===== config.mk =====
export PLATFORM = sky130hd
export DESIGN_NAME = sortable_fifo_queue_core
export DESIGN_NICKNAME = d
export VERILOG_FILES = /design/src/sv/sfq_pkg.sv /design/src/sv/sortable_fifo_queue_core.sv /design/src/sv/sfq_datapath.sv /design/src/sv/sfq_ctrl.sv
export SDC_FILE = /design/constraint.sdc
export NUM_CORES = 2
export LEC_CHECK = 0
export BUFFER_PORTS_ARGS = -buffer_cell sky130_fd_sc_hd__buf_2
export CORE_UTILIZATION = 30
export CTS_CLUSTER_SIZE = 40
export DETAILED_ROUTE_END_ITERATION = 6
export GPL_TIMING_DRIVEN = 0
export HOLD_SLACK_MARGIN = 0.06
export PLACE_DENSITY = 0.41
export SETUP_SLACK_MARGIN = 0.4
export SLEW_MARGIN = 25
export SYNTH_ARGS = -nofsm -noshare
export SYNTH_HDL_FRONTEND = slang
export SYNTH_SLANG_ARGS = --single-unit

===== constraint.sdc =====
create_clock -name clk -period 6.7 [get_ports clk]
set_input_delay 0.335 -clock clk [delete_from_list [all_inputs] [get_ports clk]]
set_output_delay 0.335 -clock clk [all_outputs]
set_load 0.005 [all_outputs]

===== src/sv/sfq_pkg.sv =====
// Shared definitions for the sortable FIFO queue: sizes, command and status
// codes, and the command/status bundles between the controller and datapath.
// No dependencies.
package sfq_pkg;

    // Queue sizing
    localparam int CAPACITY    = 64;
    localparam int VALUE_WIDTH = 32;
    localparam int SLOT_W      = (CAPACITY > 1) ? $clog2(CAPACITY) : 1;
    localparam int CNT_W       = $clog2(CAPACITY + 1);

    // Port field widths
    localparam int DATA_W      = 32;
    localparam int POS_W       = 6;
    localparam int OCC_W       = 7;
    localparam int OP_W        = 3;
    localparam int ST_W        = 2;
    localparam int S_TDATA_W   = ((DATA_W + POS_W + 7) / 8) * 8;
    localparam int M_TDATA_W   = ((DATA_W + OCC_W + 7) / 8) * 8;
    localparam int S_TUSER_W   = OP_W;
    localparam int M_TUSER_W   = ST_W + 1;

    typedef logic [SLOT_W-1:0]             slot_t;
    typedef logic [CNT_W-1:0]              count_t;
    typedef logic signed [VALUE_WIDTH-1:0] value_t;

    // Request opcodes
    typedef enum logic [OP_W-1:0] {
        OP_PUSH  = 3'd0,
        OP_POP   = 3'd1,
        OP_EDIT  = 3'd2,
        OP_SORT  = 3'd3,
        OP_CLEAR = 3'd4
    } opcode_t;

    // Result status codes
    typedef enum logic [ST_W-1:0] {
        ST_OK        = 2'd0,
        ST_POP_EMPTY = 2'd1,
        ST_PUSH_FULL = 2'd2,
        ST_BAD_INDEX = 2'd3
    } status_t;

    // Source of the memory write data
    typedef enum logic [1:0] {
        WR_DIN  = 2'd0,
        WR_RD   = 2'd1,
        WR_HOLD = 2'd2
    } wr_sel_t;

    // Controller to datapath
    typedef struct packed {
        logic    wr_en;
        slot_t   wr_idx;
        wr_sel_t wr_sel;
        logic    rd_en;
        slot_t   rd_idx;
        logic    load_v;
        logic    push;
        logic    pop;
        logic    clear;
        logic    out_load;
        status_t out_status;
        logic    out_popped;
    } dp_cmd_t;

    // Datapath to controller
    typedef struct packed {
        count_t count;
        logic   rd_gt_v;
        logic   out_free;
    } dp_stat_t;

endpackage


===== src/sv/sortable_fifo_queue_core.sv =====
// Sortable FIFO queue: a ring-buffer queue of signed values taking push,
// pop, edit, sort and clear requests. Depends on sfq_pkg, sfq_ctrl and
// sfq_datapath.
//
// Usage: each request enters on the s_ group (opcode in s_tuser, value and
// position in s_tdata) and answers with exactly one result on the m_ group
// (status and empty flag in m_tuser, popped value and occupancy in m_tdata).
// Push, edit, clear, sort of fewer than two entries and every refused
// request complete at the accepting edge; the result is valid the next cycle
// and such requests stream at one per cycle while m_tready stays high. A pop
// that succeeds first reads the head entry into the memory read register,
// then loads it into the result register. A sort runs an in-place insertion
// sort through the one read port and one write port of the queue memory,
// shifting each larger entry one slot right in turn. No new request is
// taken while a pop or sort runs. The result register frees the input side:
// a new request is accepted while the last result is being taken; a result
// still waiting with m_tready low holds off further requests. Reset empties
// the queue (head and count to zero) and drops any waiting result; the
// memory keeps its contents and needs no clearing pass.
module sortable_fifo_queue_core
    import sfq_pkg::*;
(
    input  logic                  clk,
    input  logic                  rst_n,
    input  logic                  s_tvalid,
    output logic                  s_tready,
    input  logic [S_TDATA_W-1:0]  s_tdata,   // data_in[31:0], position[37:32], zero pad
    input  logic [S_TUSER_W-1:0]  s_tuser,   // opcode[2:0]
    output logic                  m_tvalid,
    input  logic                  m_tready,
    output logic [M_TDATA_W-1:0]  m_tdata,   // data_out[31:0], occupancy[38:32], zero pad
    output logic [M_TUSER_W-1:0]  m_tuser    // status[1:0], is_empty[2]
);

    dp_cmd_t                  cmd;
    dp_stat_t                 stat;
    logic signed [DATA_W-1:0] data_in;
    logic [POS_W-1:0]         position;
    logic [ST_W-1:0]          status;
    logic signed [DATA_W-1:0] data_out;
    logic                     is_empty;
    logic [OCC_W-1:0]         occupancy;

    // Unpack the request
    assign data_in  = s_tdata[DATA_W-1:0];
    assign position = s_tdata[DATA_W +: POS_W];

    sfq_ctrl u_ctrl (
        .clk      (clk),
        .rst_n    (rst_n),
        .in_valid (s_tvalid),
        .in_ready (s_tready),
        .opcode   (s_tuser[OP_W-1:0]),
        .position (position),
        .stat     (stat),
        .cmd      (cmd)
    );

    sfq_datapath u_datapath (
        .clk           (clk),
        .rst_n         (rst_n),
        .cmd           (cmd),
        .stat          (stat),
        .data_in       (data_in),
        .out_valid     (m_tvalid),
        .out_ready     (m_tready),
        .out_status    (status),
        .out_data      (data_out),
        .out_empty     (is_empty),
        .out_occupancy (occupancy)
    );

    // Pack the result
    assign m_tdata = {{(M_TDATA_W - DATA_W - OCC_W){1'b0}}, occupancy, data_out};
    assign m_tuser = {is_empty, status};

endmodule


===== src/sv/sfq_datapath.sv =====
// Datapath of the sortable FIFO queue: ring buffer memory, head and count,
// sort holding register, comparator and result register.
// Depends on sfq_pkg.
module sfq_datapath
    import sfq_pkg::*;
(
    input  logic                      clk,
    input  logic                      rst_n,
    input  dp_cmd_t                   cmd,
    output dp_stat_t                  stat,
    input  logic signed [DATA_W-1:0]  data_in,
    output logic                      out_valid,
    input  logic                      out_ready,
    output logic [ST_W-1:0]           out_status,
    output logic signed [DATA_W-1:0]  out_data,
    output logic                      out_empty,
    output logic [OCC_W-1:0]          out_occupancy
);

    value_t                   mem [CAPACITY];
    value_t                   rd_data_reg;
    value_t                   v_reg;
    slot_t                    head_reg;
    slot_t                    head_next;
    count_t                   count_reg;
    count_t                   count_next;
    slot_t                    wr_slot;
    slot_t                    rd_slot;
    value_t                   wr_data;
    logic                     out_valid_reg;
    logic [ST_W-1:0]          out_status_reg;
    logic signed [DATA_W-1:0] out_data_reg;
    logic                     out_empty_reg;
    logic [OCC_W-1:0]         out_occ_reg;

    // Add an offset to a slot, wrapping at the capacity
    function automatic slot_t wrap_slot(slot_t base, slot_t off);
        logic [SLOT_W:0] sum;
        sum = {1'b0, base} + {1'b0, off};
        if (sum >= (SLOT_W+1)'(CAPACITY))
        begin
            sum = sum - (SLOT_W+1)'(CAPACITY);
        end
        return sum[SLOT_W-1:0];
    endfunction

    assign wr_slot = wrap_slot(head_reg, cmd.wr_idx);
    assign rd_slot = wrap_slot(head_reg, cmd.rd_idx);

    // Select write data
    always_comb
    begin
        unique case (cmd.wr_sel)
            WR_DIN:  wr_data = VALUE_WIDTH'(data_in);
            WR_RD:   wr_data = rd_data_reg;
            WR_HOLD: wr_data = v_reg;
            default: wr_data = v_reg;
        endcase
    end

    // Memory write and registered read
    always_ff @(posedge clk)
    begin
        if (cmd.wr_en)
        begin
            mem[wr_slot] <= wr_data;
        end
        if (cmd.rd_en)
        begin
            rd_data_reg <= mem[rd_slot];
        end
        if (cmd.load_v)
        begin
            v_reg <= rd_data_reg;
        end
    end

    // Next head and count
    always_comb
    begin
        head_next  = head_reg;
        count_next = count_reg;
        priority if (cmd.clear)
        begin
            head_next  = '0;
            count_next = '0;
        end
        else if (cmd.push)
        begin
            count_next = count_reg + count_t'(1);
        end
        else if (cmd.pop)
        begin
            head_next  = wrap_slot(head_reg, slot_t'(1));
            count_next = count_reg - count_t'(1);
        end
    end

    always_ff @(posedge clk or negedge rst_n)
    begin
        if (!rst_n)
        begin
            head_reg      <= '0;
            count_reg     <= '0;
            out_valid_reg <= 1'b0;
        end
        else
        begin
            head_reg  <= head_next;
            count_reg <= count_next;
            if (cmd.out_load)
            begin
                out_valid_reg <= 1'b1;
            end
            else if (out_ready)
            begin
                out_valid_reg <= 1'b0;
            end
        end
    end

    // Capture the result of a request
    always_ff @(posedge clk)
    begin
        if (cmd.out_load)
        begin
            out_status_reg <= cmd.out_status;
            out_data_reg   <= cmd.out_popped ? DATA_W'(rd_data_reg) : '0;
            out_empty_reg  <= (count_next == '0);
            out_occ_reg    <= OCC_W'(count_next);
        end
    end

    assign stat.count    = count_reg;
    assign stat.rd_gt_v  = (rd_data_reg > v_reg);
    assign stat.out_free = !out_valid_reg || out_ready;

    assign out_valid     = out_valid_reg;
    assign out_status    = out_status_reg;
    assign out_data      = out_data_reg;
    assign out_empty     = out_empty_reg;
    assign out_occupancy = out_occ_reg;

    // Count stays within capacity
    a_count_range: assert property (@(posedge clk) disable iff (!rst_n)
        count_reg <= count_t'(CAPACITY))
        else $error("entry count beyond capacity");

    // A waiting result is never overwritten
    a_no_overwrite: assert property (@(posedge clk) disable iff (!rst_n)
        cmd.out_load |-> (!out_valid_reg || out_ready))
        else $error("result register overwritten before it was taken");

    // Pop only with entries held, push only with room
    a_pop_push_legal: assert property (@(posedge clk) disable iff (!rst_n)
        (cmd.pop |-> count_reg != '0) and (cmd.push |-> count_reg < count_t'(CAPACITY)))
        else $error("pop on empty or push on full reached the pointers");

endmodule


===== src/sv/sfq_ctrl.sv =====
// Controller of the sortable FIFO queue: decodes requests and sequences
// pop reads and the in-place insertion sort. Depends on sfq_pkg.
module sfq_ctrl
    import sfq_pkg::*;
(
    input  logic              clk,
    input  logic              rst_n,
    input  logic              in_valid,
    output logic              in_ready,
    input  logic [OP_W-1:0]   opcode,
    input  logic [POS_W-1:0]  position,
    input  dp_stat_t          stat,
    output dp_cmd_t           cmd
);

    typedef enum logic [2:0] {
        S_IDLE,
        S_POP_WAIT,
        S_SORT_LOAD,
        S_SORT_CMP,
        S_SORT_PUT
    } state_t;

    state_t state_reg;
    state_t state_next;
    slot_t  i_reg;
    slot_t  i_next;
    slot_t  j_reg;
    slot_t  j_next;
    logic   accept;
    logic   last_pass;

    assign in_ready  = (state_reg == S_IDLE) && stat.out_free;
    assign accept    = in_valid && in_ready;
    assign last_pass = (count_t'(i_reg) + count_t'(1)) == stat.count;

    // Decode requests and step the sort
    always_comb
    begin
        cmd        = '0;
        state_next = state_reg;
        i_next     = i_reg;
        j_next     = j_reg;
        unique case (state_reg)
            S_IDLE:
            begin
                if (accept)
                begin
                    cmd.out_load   = 1'b1;
                    cmd.out_status = ST_OK;
                    unique case (opcode)
                        OP_PUSH:
                        begin
                            if (stat.count >= count_t'(CAPACITY))
                            begin
                                cmd.out_status = ST_PUSH_FULL;
                            end
                            else
                            begin
                                cmd.wr_en  = 1'b1;
                                cmd.wr_idx = SLOT_W'(stat.count);
                                cmd.wr_sel = WR_DIN;
                                cmd.push   = 1'b1;
                            end
                        end
                        OP_POP:
                        begin
                            if (stat.count == '0)
                            begin
                                cmd.out_status = ST_POP_EMPTY;
                            end
                            else
                            begin
                                cmd.out_load = 1'b0;
                                cmd.rd_en    = 1'b1;
                                cmd.rd_idx   = '0;
                                state_next   = S_POP_WAIT;
                            end
                        end
                        OP_EDIT:
                        begin
                            if (int'(position) >= int'(stat.count))
                            begin
                                cmd.out_status = ST_BAD_INDEX;
                            end
                            else
                            begin
                                cmd.wr_en  = 1'b1;
                                cmd.wr_idx = SLOT_W'(position);
                                cmd.wr_sel = WR_DIN;
                            end
                        end
                        OP_SORT:
                        begin
                            if (stat.count >= count_t'(2))
                            begin
                                cmd.out_load = 1'b0;
                                cmd.rd_en    = 1'b1;
                                cmd.rd_idx   = slot_t'(1);
                                i_next       = slot_t'(1);
                                state_next   = S_SORT_LOAD;
                            end
                        end
                        OP_CLEAR:
                        begin
                            cmd.clear = 1'b1;
                        end
                        default:
                        begin
                            cmd.out_status = ST_OK;
                        end
                    endcase
                end
            end
            S_POP_WAIT:
            begin
                cmd.pop        = 1'b1;
                cmd.out_load   = 1'b1;
                cmd.out_status = ST_OK;
                cmd.out_popped = 1'b1;
                state_next     = S_IDLE;
            end
            S_SORT_LOAD:
            begin
                // Hold the element being inserted, fetch its left neighbour
                cmd.load_v = 1'b1;
                cmd.rd_en  = 1'b1;
                cmd.rd_idx = i_reg - slot_t'(1);
                j_next     = i_reg;
                state_next = S_SORT_CMP;
            end
            S_SORT_CMP:
            begin
                cmd.wr_en  = 1'b1;
                cmd.wr_idx = j_reg;
                if (stat.rd_gt_v)
                begin
                    // Shift the larger neighbour right
                    cmd.wr_sel = WR_RD;
                    j_next     = j_reg - slot_t'(1);
                    if (j_reg == slot_t'(1))
                    begin
                        state_next = S_SORT_PUT;
                    end
                    else
                    begin
                        cmd.rd_en  = 1'b1;
                        cmd.rd_idx = j_reg - slot_t'(2);
                    end
                end
                else
                begin
                    cmd.wr_sel = WR_HOLD;
                    if (last_pass)
                    begin
                        cmd.out_load   = 1'b1;
                        cmd.out_status = ST_OK;
                        state_next     = S_IDLE;
                    end
                    else
                    begin
                        cmd.rd_en  = 1'b1;
                        cmd.rd_idx = i_reg + slot_t'(1);
                        i_next     = i_reg + slot_t'(1);
                        state_next = S_SORT_LOAD;
                    end
                end
            end
            S_SORT_PUT:
            begin
                // Drop the held element at the head
                cmd.wr_en  = 1'b1;
                cmd.wr_idx = j_reg;
                cmd.wr_sel = WR_HOLD;
                if (last_pass)
                begin
                    cmd.out_load   = 1'b1;
                    cmd.out_status = ST_OK;
                    state_next     = S_IDLE;
                end
                else
                begin
                    cmd.rd_en  = 1'b1;
                    cmd.rd_idx = i_reg + slot_t'(1);
                    i_next     = i_reg + slot_t'(1);
                    state_next = S_SORT_LOAD;
                end
            end
            default:
            begin
                state_next = S_IDLE;
            end
        endcase
    end

    always_ff @(posedge clk or negedge rst_n)
    begin
        if (!rst_n)
        begin
            state_reg <= S_IDLE;
            i_reg     <= '0;
            j_reg     <= '0;
        end
        else
        begin
            state_reg <= state_next;
            i_reg     <= i_next;
            j_reg     <= j_next;
        end
    end

    // Insertion point never passes the element being inserted
    a_j_le_i: assert property (@(posedge clk) disable iff (!rst_n)
        (state_reg == S_SORT_CMP || state_reg == S_SORT_PUT) |-> j_reg <= i_reg)
        else $error("sort insertion index beyond current element");

    // A pop that reads memory loads its result, pops the entry and returns to idle from the wait state
    a_pop_result: assert property (@(posedge clk) disable iff (!rst_n)
        (state_reg == S_POP_WAIT) |-> (cmd.out_load && cmd.pop && state_next == S_IDLE))
        else $error("pop did not complete");

endmodule

* Word-level counts from Yosys, hierarchy flattened
Memories as Yosys holds them, arrays and structs flattened. A register that Yosys moved wholly into a read port is not among the register bits.
Index checks and enable logic that the tools add are counted.
** Storage, ports and cells
- Flip-flop bits (word level) :: 103
- RAM bits :: 2048
- Input port bits :: 47
- Output and inout port bits :: 45
- Memories kept :: 1
** Memories
- u_datapath.mem :: depth 64, bits a word 32, rd ports 1, clocked after Yosys merged registers in 1, wr ports 1, RTL line sfq_datapath.sv:20 : value_t mem [CAPACITY];
** Cells by class
- Add/subtract/negate cells :: 13
- $lt $le $gt $ge :: 7
- Eq/ne operators :: 21
- Mux-type cells :: 61
- Reductions and logical operators :: 17
** Operators by type and width (number)
- $mux 6 :: 12
- $pmux 32 s2 :: 1
- $mux 7 :: 7
- $gt 32x32->1 :: 1
- $sub 6x1->6 const B :: 5
- $ge 7x7->1 const B :: 4
- $pmux 7 s4 :: 1
- $mux 9 :: 3
- $pmux 9 s3 :: 1
- $pmux 3 s4 :: 2
- $mux 3 :: 7
- $pmux 6 s3 :: 1
- $pmux 9 s2 :: 1
- $mux 16 :: 1
- $mux 1 :: 15
- $add 6x1->7 const B :: 2
- $add 6x6->7 :: 2
- $logic_not 7->1 :: 2
- $pmux 7 s2 :: 1
- $eq 3x2->1 const B :: 4
- $pmux 6 s2 :: 1
- $ne 2x2->1 const B :: 5
- $reduce_and 5->1 :: 2
- $ne 3x3->1 const B :: 3
- 26 further kinds :: 35

* Logic depth before layout (Yosys ltp)
- Depth after elaboration :: 9
- Depth in mapped cells :: 23
- Depth with buffers taken out :: 20

* Cells and area by module
From an unflattened synthesis, not the netlist that was laid out.
** Second synthesis, totals
- Cell total of the unflattened synthesis :: 4187
- Area, all modules :: 86521.7 um2
** Modules (own cells, without submodules)
- sfq_datapath :: times used 1, cells each 3958, area each 84740.0 um2, sequential area each 65032.4 um2
- sfq_ctrl :: times used 1, cells each 226, area each 1762.9 um2, sequential area each 375.4 um2
- sortable_fifo_queue_core :: times used 1, cells each 3, area each 18.8 um2, sequential area each 0.0 um2

* Worst setup path after synthesis
OpenSTA, ideal clock, no wires.
- Kind :: reg-to-reg
- Start point :: register u_datapath.count_reg[1]
- End point :: memory u_datapath.mem[19][0] (netlist name), enable pin
- Library setup time :: 0.502 ns
- Arrival :: 6.664 ns
- Path slack :: -0.466 ns
- Cell stages (with the launch flop) :: 19
- Path buffers :: 2
- Clock period less this slack :: 7.166 ns
- Path through :: dfrtp_1 clkbuf_1 inv_1 ha_1 a21o_1 a21o_1 a21oi_1 o211a_1 a22oi_1 o22ai_1 ha_1 a21o_1 a21oi_1 o21bai_1 a21oi_1 xnor2_1 xnor2_1 clkbuf_1 nor4_1
** Between the ends
- Longest elaborated chain between the ends :: 8
- Elaborated cells between the ends (all ways) :: 13
- Classes of those cells :: add/sub (2); order compare (3); mux (8)
** RTL lines
- start: declaration :: RTL line sfq_datapath.sv:25 : count_t count_reg;
- start signal: assignment :: RTL line sfq_datapath.sv:110 : count_reg <= count_next;
- $ge 6x7->1 / $ge 7x7->1 (equally long branches) :: RTL line sfq_ctrl.sv:82, sfq_ctrl.sv:54
- $mux 9 (on tied branches) :: RTL line sfq_ctrl.sv:82, sfq_ctrl.sv:54
- $pmux 9 s2 * :: RTL line sfq_ctrl.sv:51 : unique case (opcode)
- $mux 16 * :: RTL line sfq_ctrl.sv:47 : if (accept)
- $pmux 9 s3 * :: RTL line sfq_ctrl.sv:44 : unique case (state_reg)
- $add 6x6->7 :: RTL line sfq_datapath.sv:39 : sum = {1'b0, base} + {1'b0, off};
- $sub 6x1->6 / $ge 7x7->1 (equally long branches) :: RTL line sfq_datapath.sv:42, sfq_datapath.sv:40
- $mux 6 :: RTL line sfq_datapath.sv:40 : if (sum >= (SLOT_W+1)'(CAPACITY))
- end: declaration :: RTL line sfq_datapath.sv:20
Every way passes the cells marked *; elsewhere a longest branch is shown, timed or not.

* Final worst setup path
- Start point :: register u_datapath.rd_data_reg[23] (read register of u_datapath.mem)
- End point :: register u_datapath.rd_data_reg[27] (read register of u_datapath.mem) (data pin)
** Between the ends
- Longest elaborated chain between the ends :: 6
- Elaborated cells between the ends (all ways) :: 7
- Classes of those cells :: add/sub (2); order compare (2); mux (3)
** RTL lines
- start: declaration :: RTL line sfq_datapath.sv:21 : value_t rd_data_reg;
- $gt 32x32->1 * :: RTL line sfq_datapath.sv:135 : assign stat.rd_gt_v = (rd_data_reg > v_reg);
- $mux 9 * :: RTL line sfq_ctrl.sv:136 : if (stat.rd_gt_v)
- $pmux 7 s4 * :: RTL line sfq_ctrl.sv:44
- $add 6x6->7 :: RTL line sfq_datapath.sv:39
- $sub 6x1->6 / $ge 7x7->1 (equally long branches) :: RTL line sfq_datapath.sv:42, sfq_datapath.sv:40
- $mux 6 :: RTL line sfq_datapath.sv:40
Marked as above.
A chain may end at the register's enable or synchronous reset.

==> results.md <==
- CTS max path bufs: 4
- Clk_lat worst skew: 0.88 ns
- Router iterations before antenna repair: 6
- Pin count of the biggest net entering global routing: 65
- CP Cell Sequence: ha_1 > a21oi_1 > o21ai_1 > a22o_1 > or4_4 > buf_4 > a221oi_4 > a21boi_4 > clkbuf_8 > buf_4 > a221oi_1 > o22ai_1 > ha_1 > xnor2_1 > clkbuf_4 > buf_16 > clkbuf_4 > mux4_2 > mux2i_2 > mux2i_1
- Net count, final: ~4700
- Cell Count, Final, Fillers Out: between 8000 and 9000
- Area growth from synthesis to layout: 21.9%
- Starting Density: a little under a third
- Via count: 42200
- Fillcell total: about 26000
- Ys async rst share: 1.33%
- H-tree levels: 4
- Final hold vios: 0
- Crit Path Class: reg2reg
- Seq/Total Area, Yosys: 76.3%
- Vias per cell: 4.97
- Layout Skew: 0.0418 ns
- Critical path required time: 7.30 ns
- Hold EP: u_datapath.mem[62][4]
- Post-Synth Adder-Cell Area: 0.908%
- Number of remaining DRC errors: 0
- Crit path DAT: 6.76 ns
- R2R Path Start: u_datapath.rd_data_reg[23]
- Post-Synth XOR/XNOR Area: less than 1%
- EDFF count, synth: 2154
- Compound-cell area share of the yosys netlist: ~1.4%
- CTS root buf: clkbuf_16
- Clock transition at path regs: 0.06 ns
- Sequential standard cell area: 65400 sq um
- Max reg flops: 2048
- Initial antenna violation count: 13
- Synth area leader: edfxtp_1
- Core Region: 283000 sq um
- WHS Path Cells: 3
- TritonCTS Buffers: roughly 230
- Outcome: finished clean
- Max Clk Rate: 162 MHz
- Die width: 536 um
- Chip Height: 536 um
- Top cells by area, synth: edfxtp_1 (75%), mux4_2 (17%), mux2i_1 (1.1%), ha_1 (0.86%), dfrtp_1 (0.85%)
- R2R Path End: u_datapath.rd_data_reg[27]
- Dpl cells: 8020
- Post-synth cell types: 68
- WL per Instance: 30.2 um
- Cells after Synth: between 3000 and 4000
- #FFs+latches synth: 2183
- R2R Setup Slk: ~0.54 ns
- Final wirelength: 257000 um
- Hold Crit Start: s_tdata[4]
- Die area: 288000 sq um
- Num ports: 92
- Critical-path maximum fanout: 10
- Largest family of logic cells by synthesized area: multiplexers
- Max-slew headroom: 34.2%
- Hold_ws: 0.174 ns
- CP Buf/Inv Count: 6
- # rows: around 200
- Synth top area share: between 70% and 80%
- Minimum clock period: 6.16 ns
- Multiplexer share of the synthesized area: 18.0%
- DP HPWL: 187000 um
- Proportion of layout cells with a drive suffix above 1: 39.9%
- DR iter-0 viols: 4200
- Number of global-route vias before repair: between 40000 and 50000
- Tcrit/Tclk final: 91.9%
- Min-delay worst type: in2reg
- Crit end category: register
- CP Launch Type: register
- # port buffers: 87
- Max_cap viols: 0
- Routed Antenna Nets: 0
- Max Transition Viols Final: 0
- CTS tree: built
- # setup viols final: 0
- Synth Area in Simple Gates: roughly 1.7%
- Post-synth top flop: edfxtp_1
- RePlAce Congestion: approximately 0.8
- Ys Warns: 0
- Mapped cell area: 85700 sq um
- GRT Total Usage: 17.8%
- GRT overflow: 0
- Clock Sinks: between 2000 and 2500
- Multi-input logic area: 20400 sq um
- Worst-case reg-to-reg path depth: 20
- Most flops, register: u_datapath.mem
- Slew @ Worst Pin: 0.988 ns
- Critical Path Max Stage Delay: approximately 0.67 ns
- Delay-heaviest family, CP: compound AO/OA/AOI/OAI gates
- Avg Inst Size Synth: between 20 and 25 sq um
- Global-route wire length before repair: roughly 360000 um
- Slowest stage cell, crit path: mux4_2
- RSZ-0062 raised after global routing: true
- Syn_nets: 3847
==> synthesized netlist by cell type, types with 7 or more instances <==
master / instances
a21o_1: 7
a21oi_1: 42
a222oi_1: 32
a22oi_1: 7
and2_1: 36
buf_1: 57
clkbuf_1: 132
dfrtp_1: 29
edfxtp_1: 2154
ha_1: 59
inv_1: 88
mux2i_1: 97
mux4_2: 640
nand2_1: 45
nand3_1: 16
nand4_1: 11
nor2_1: 64
nor3_1: 15
nor4_1: 46
o21ai_0: 19
or3_1: 14
xnor2_1: 23
xor2_1: 11
==> kinds of logic after synthesis <==
| kind of cell | after synthesis |
|---|---|
| flip-flops | 2183 |
| AO/OA/AOI/OAI | 154 |
| adder cells (fa/ha/maj) | 61 |
| XOR/XNOR | 36 |
| AND/OR/NAND/NOR | 275 |
| multiplexers | 737 |
| other | 1 |
| buffers and inverters | 292 |
==> worst register-to-register path, stage by stage (launching register included) <==
cell and delay, ns:
edfxtp_1 0.45, ha_1 0.35, a21oi_1 0.15, o21ai_1 0.08, a22o_1 0.22, or4_4 0.46, buf_4 0.18, a221oi_4 0.30
a21boi_4 0.10, clkbuf_8 0.15, buf_4 0.16, a221oi_1 0.33, o22ai_1 0.23, ha_1 0.37, xnor2_1 0.23, clkbuf_4 0.35
buf_16 0.19, clkbuf_4 0.37, mux4_2 0.68, mux2i_2 0.39, mux2i_1 0.17
==> how the worst max path moves through the flow <==
stage,start,to,slack (ns),cells past startpoint
2_1_floorplan,u_datapath.count_reg[1],u_datapath.mem[19][0],-0.47,18
3_3_place_gp,u_ctrl.state_reg[2],u_datapath.mem[37][17],-6.65,15
3_5_place_dp,u_datapath.rd_data_reg[31],u_datapath.rd_data_reg[12],-2.28,19
4_1_cts,u_datapath.rd_data_reg[21],u_datapath.rd_data_reg[11],0.35,19
5_1_grt,u_datapath.count_reg[1],u_datapath.mem[10][14],0.36,25
6_report,u_datapath.rd_data_reg[23],u_datapath.rd_data_reg[27],0.54,20
==> final cells by class <==
cell class,instances,share of cell area (%)
Sequential cell,2183,62.6
Multi-Input combinational cell,1264,19.5
Clock buffer,279,5.79
Timing Repair Buffer,585,4.64
Tap cell,3743,4.48
Buffer,203,1.49
Clock inverter,131,1.04
Inverter,89,0.393
Antenna cell,12,0.0288
==> repair_timing <==
item	CTS	global route
endpoints found under the setup margin	519	276
setup buffers	24	15
pin swaps	6	11
resized for setup	364	84
hold buffers	8	0
hold endpoints to repair	36	0
==> metrics by stage <==
step | util [%] | setup slack [ns] | TNS (ns) | instance area (sq um)
6_report | 36.9 | 0.542 | 0 | 104000
5_1_grt | 36.9 | 0.358 | 0 | 104000
4_1_cts | 36.7 | 0.354 | 0 | 104000
3_5_place_dp | 33.7 | -2.28 | -79.33 | 95400
3_3_place_gp | 32.1 | -6.65 | -9023.04 | 90800
2_1_floorplan | - | -0.466 | -594.70 | 85700
==> routing by layer <==
| layer | track usage [%] | part of all wire (%) |
|---|---|---|
| met1 | 25.6 | 46 |
| met2 | 28.3 | 47 |
| met3 | 2.80 | 5.4 |
| met4 | 4.24 | 2.1 |
| met5 | 0 | 0 |
==> placed cells by master (no fill, tap or decap), types with 8 or more instances in the layout <==
cell type,synthesis,final
nor3_1,15,15
nor2_4,0,22
a222oi_1,32,32
bufinv_16,0,19
nor2_1,64,40
o21ai_0,19,18
mux2i_2,0,22
clkbuf_1,132,73
clkbuf_16,0,243
buf_12,0,57
buf_4,3,137
mux2i_4,0,34
nand3_1,16,15
inv_1,88,56
clkinvlp_4,0,8
mux4_2,640,640
a21oi_1,42,39
ha_1,59,56
xnor2_1,23,20
buf_16,0,33
diode_2,0,12
xor2_1,11,9
nor4_2,1,30
edfxtp_1,2154,2154
inv_4,0,30
buf_2,5,404
or3_1,14,14
buf_6,4,12
clkbuf_2,2,34
nand2_1,45,43
clkinv_2,0,41
clkbuf_8,0,13
mux2i_1,97,41
nand4_1,11,11
clkbuf_4,0,46
clkinv_1,1,60
and2_1,36,36
nor4_4,0,15
dfrtp_1,29,29
Power is left out: the tool's default activity adds up to more than one toggle a clock period on the data nets, which glitch-free logic cannot reach.
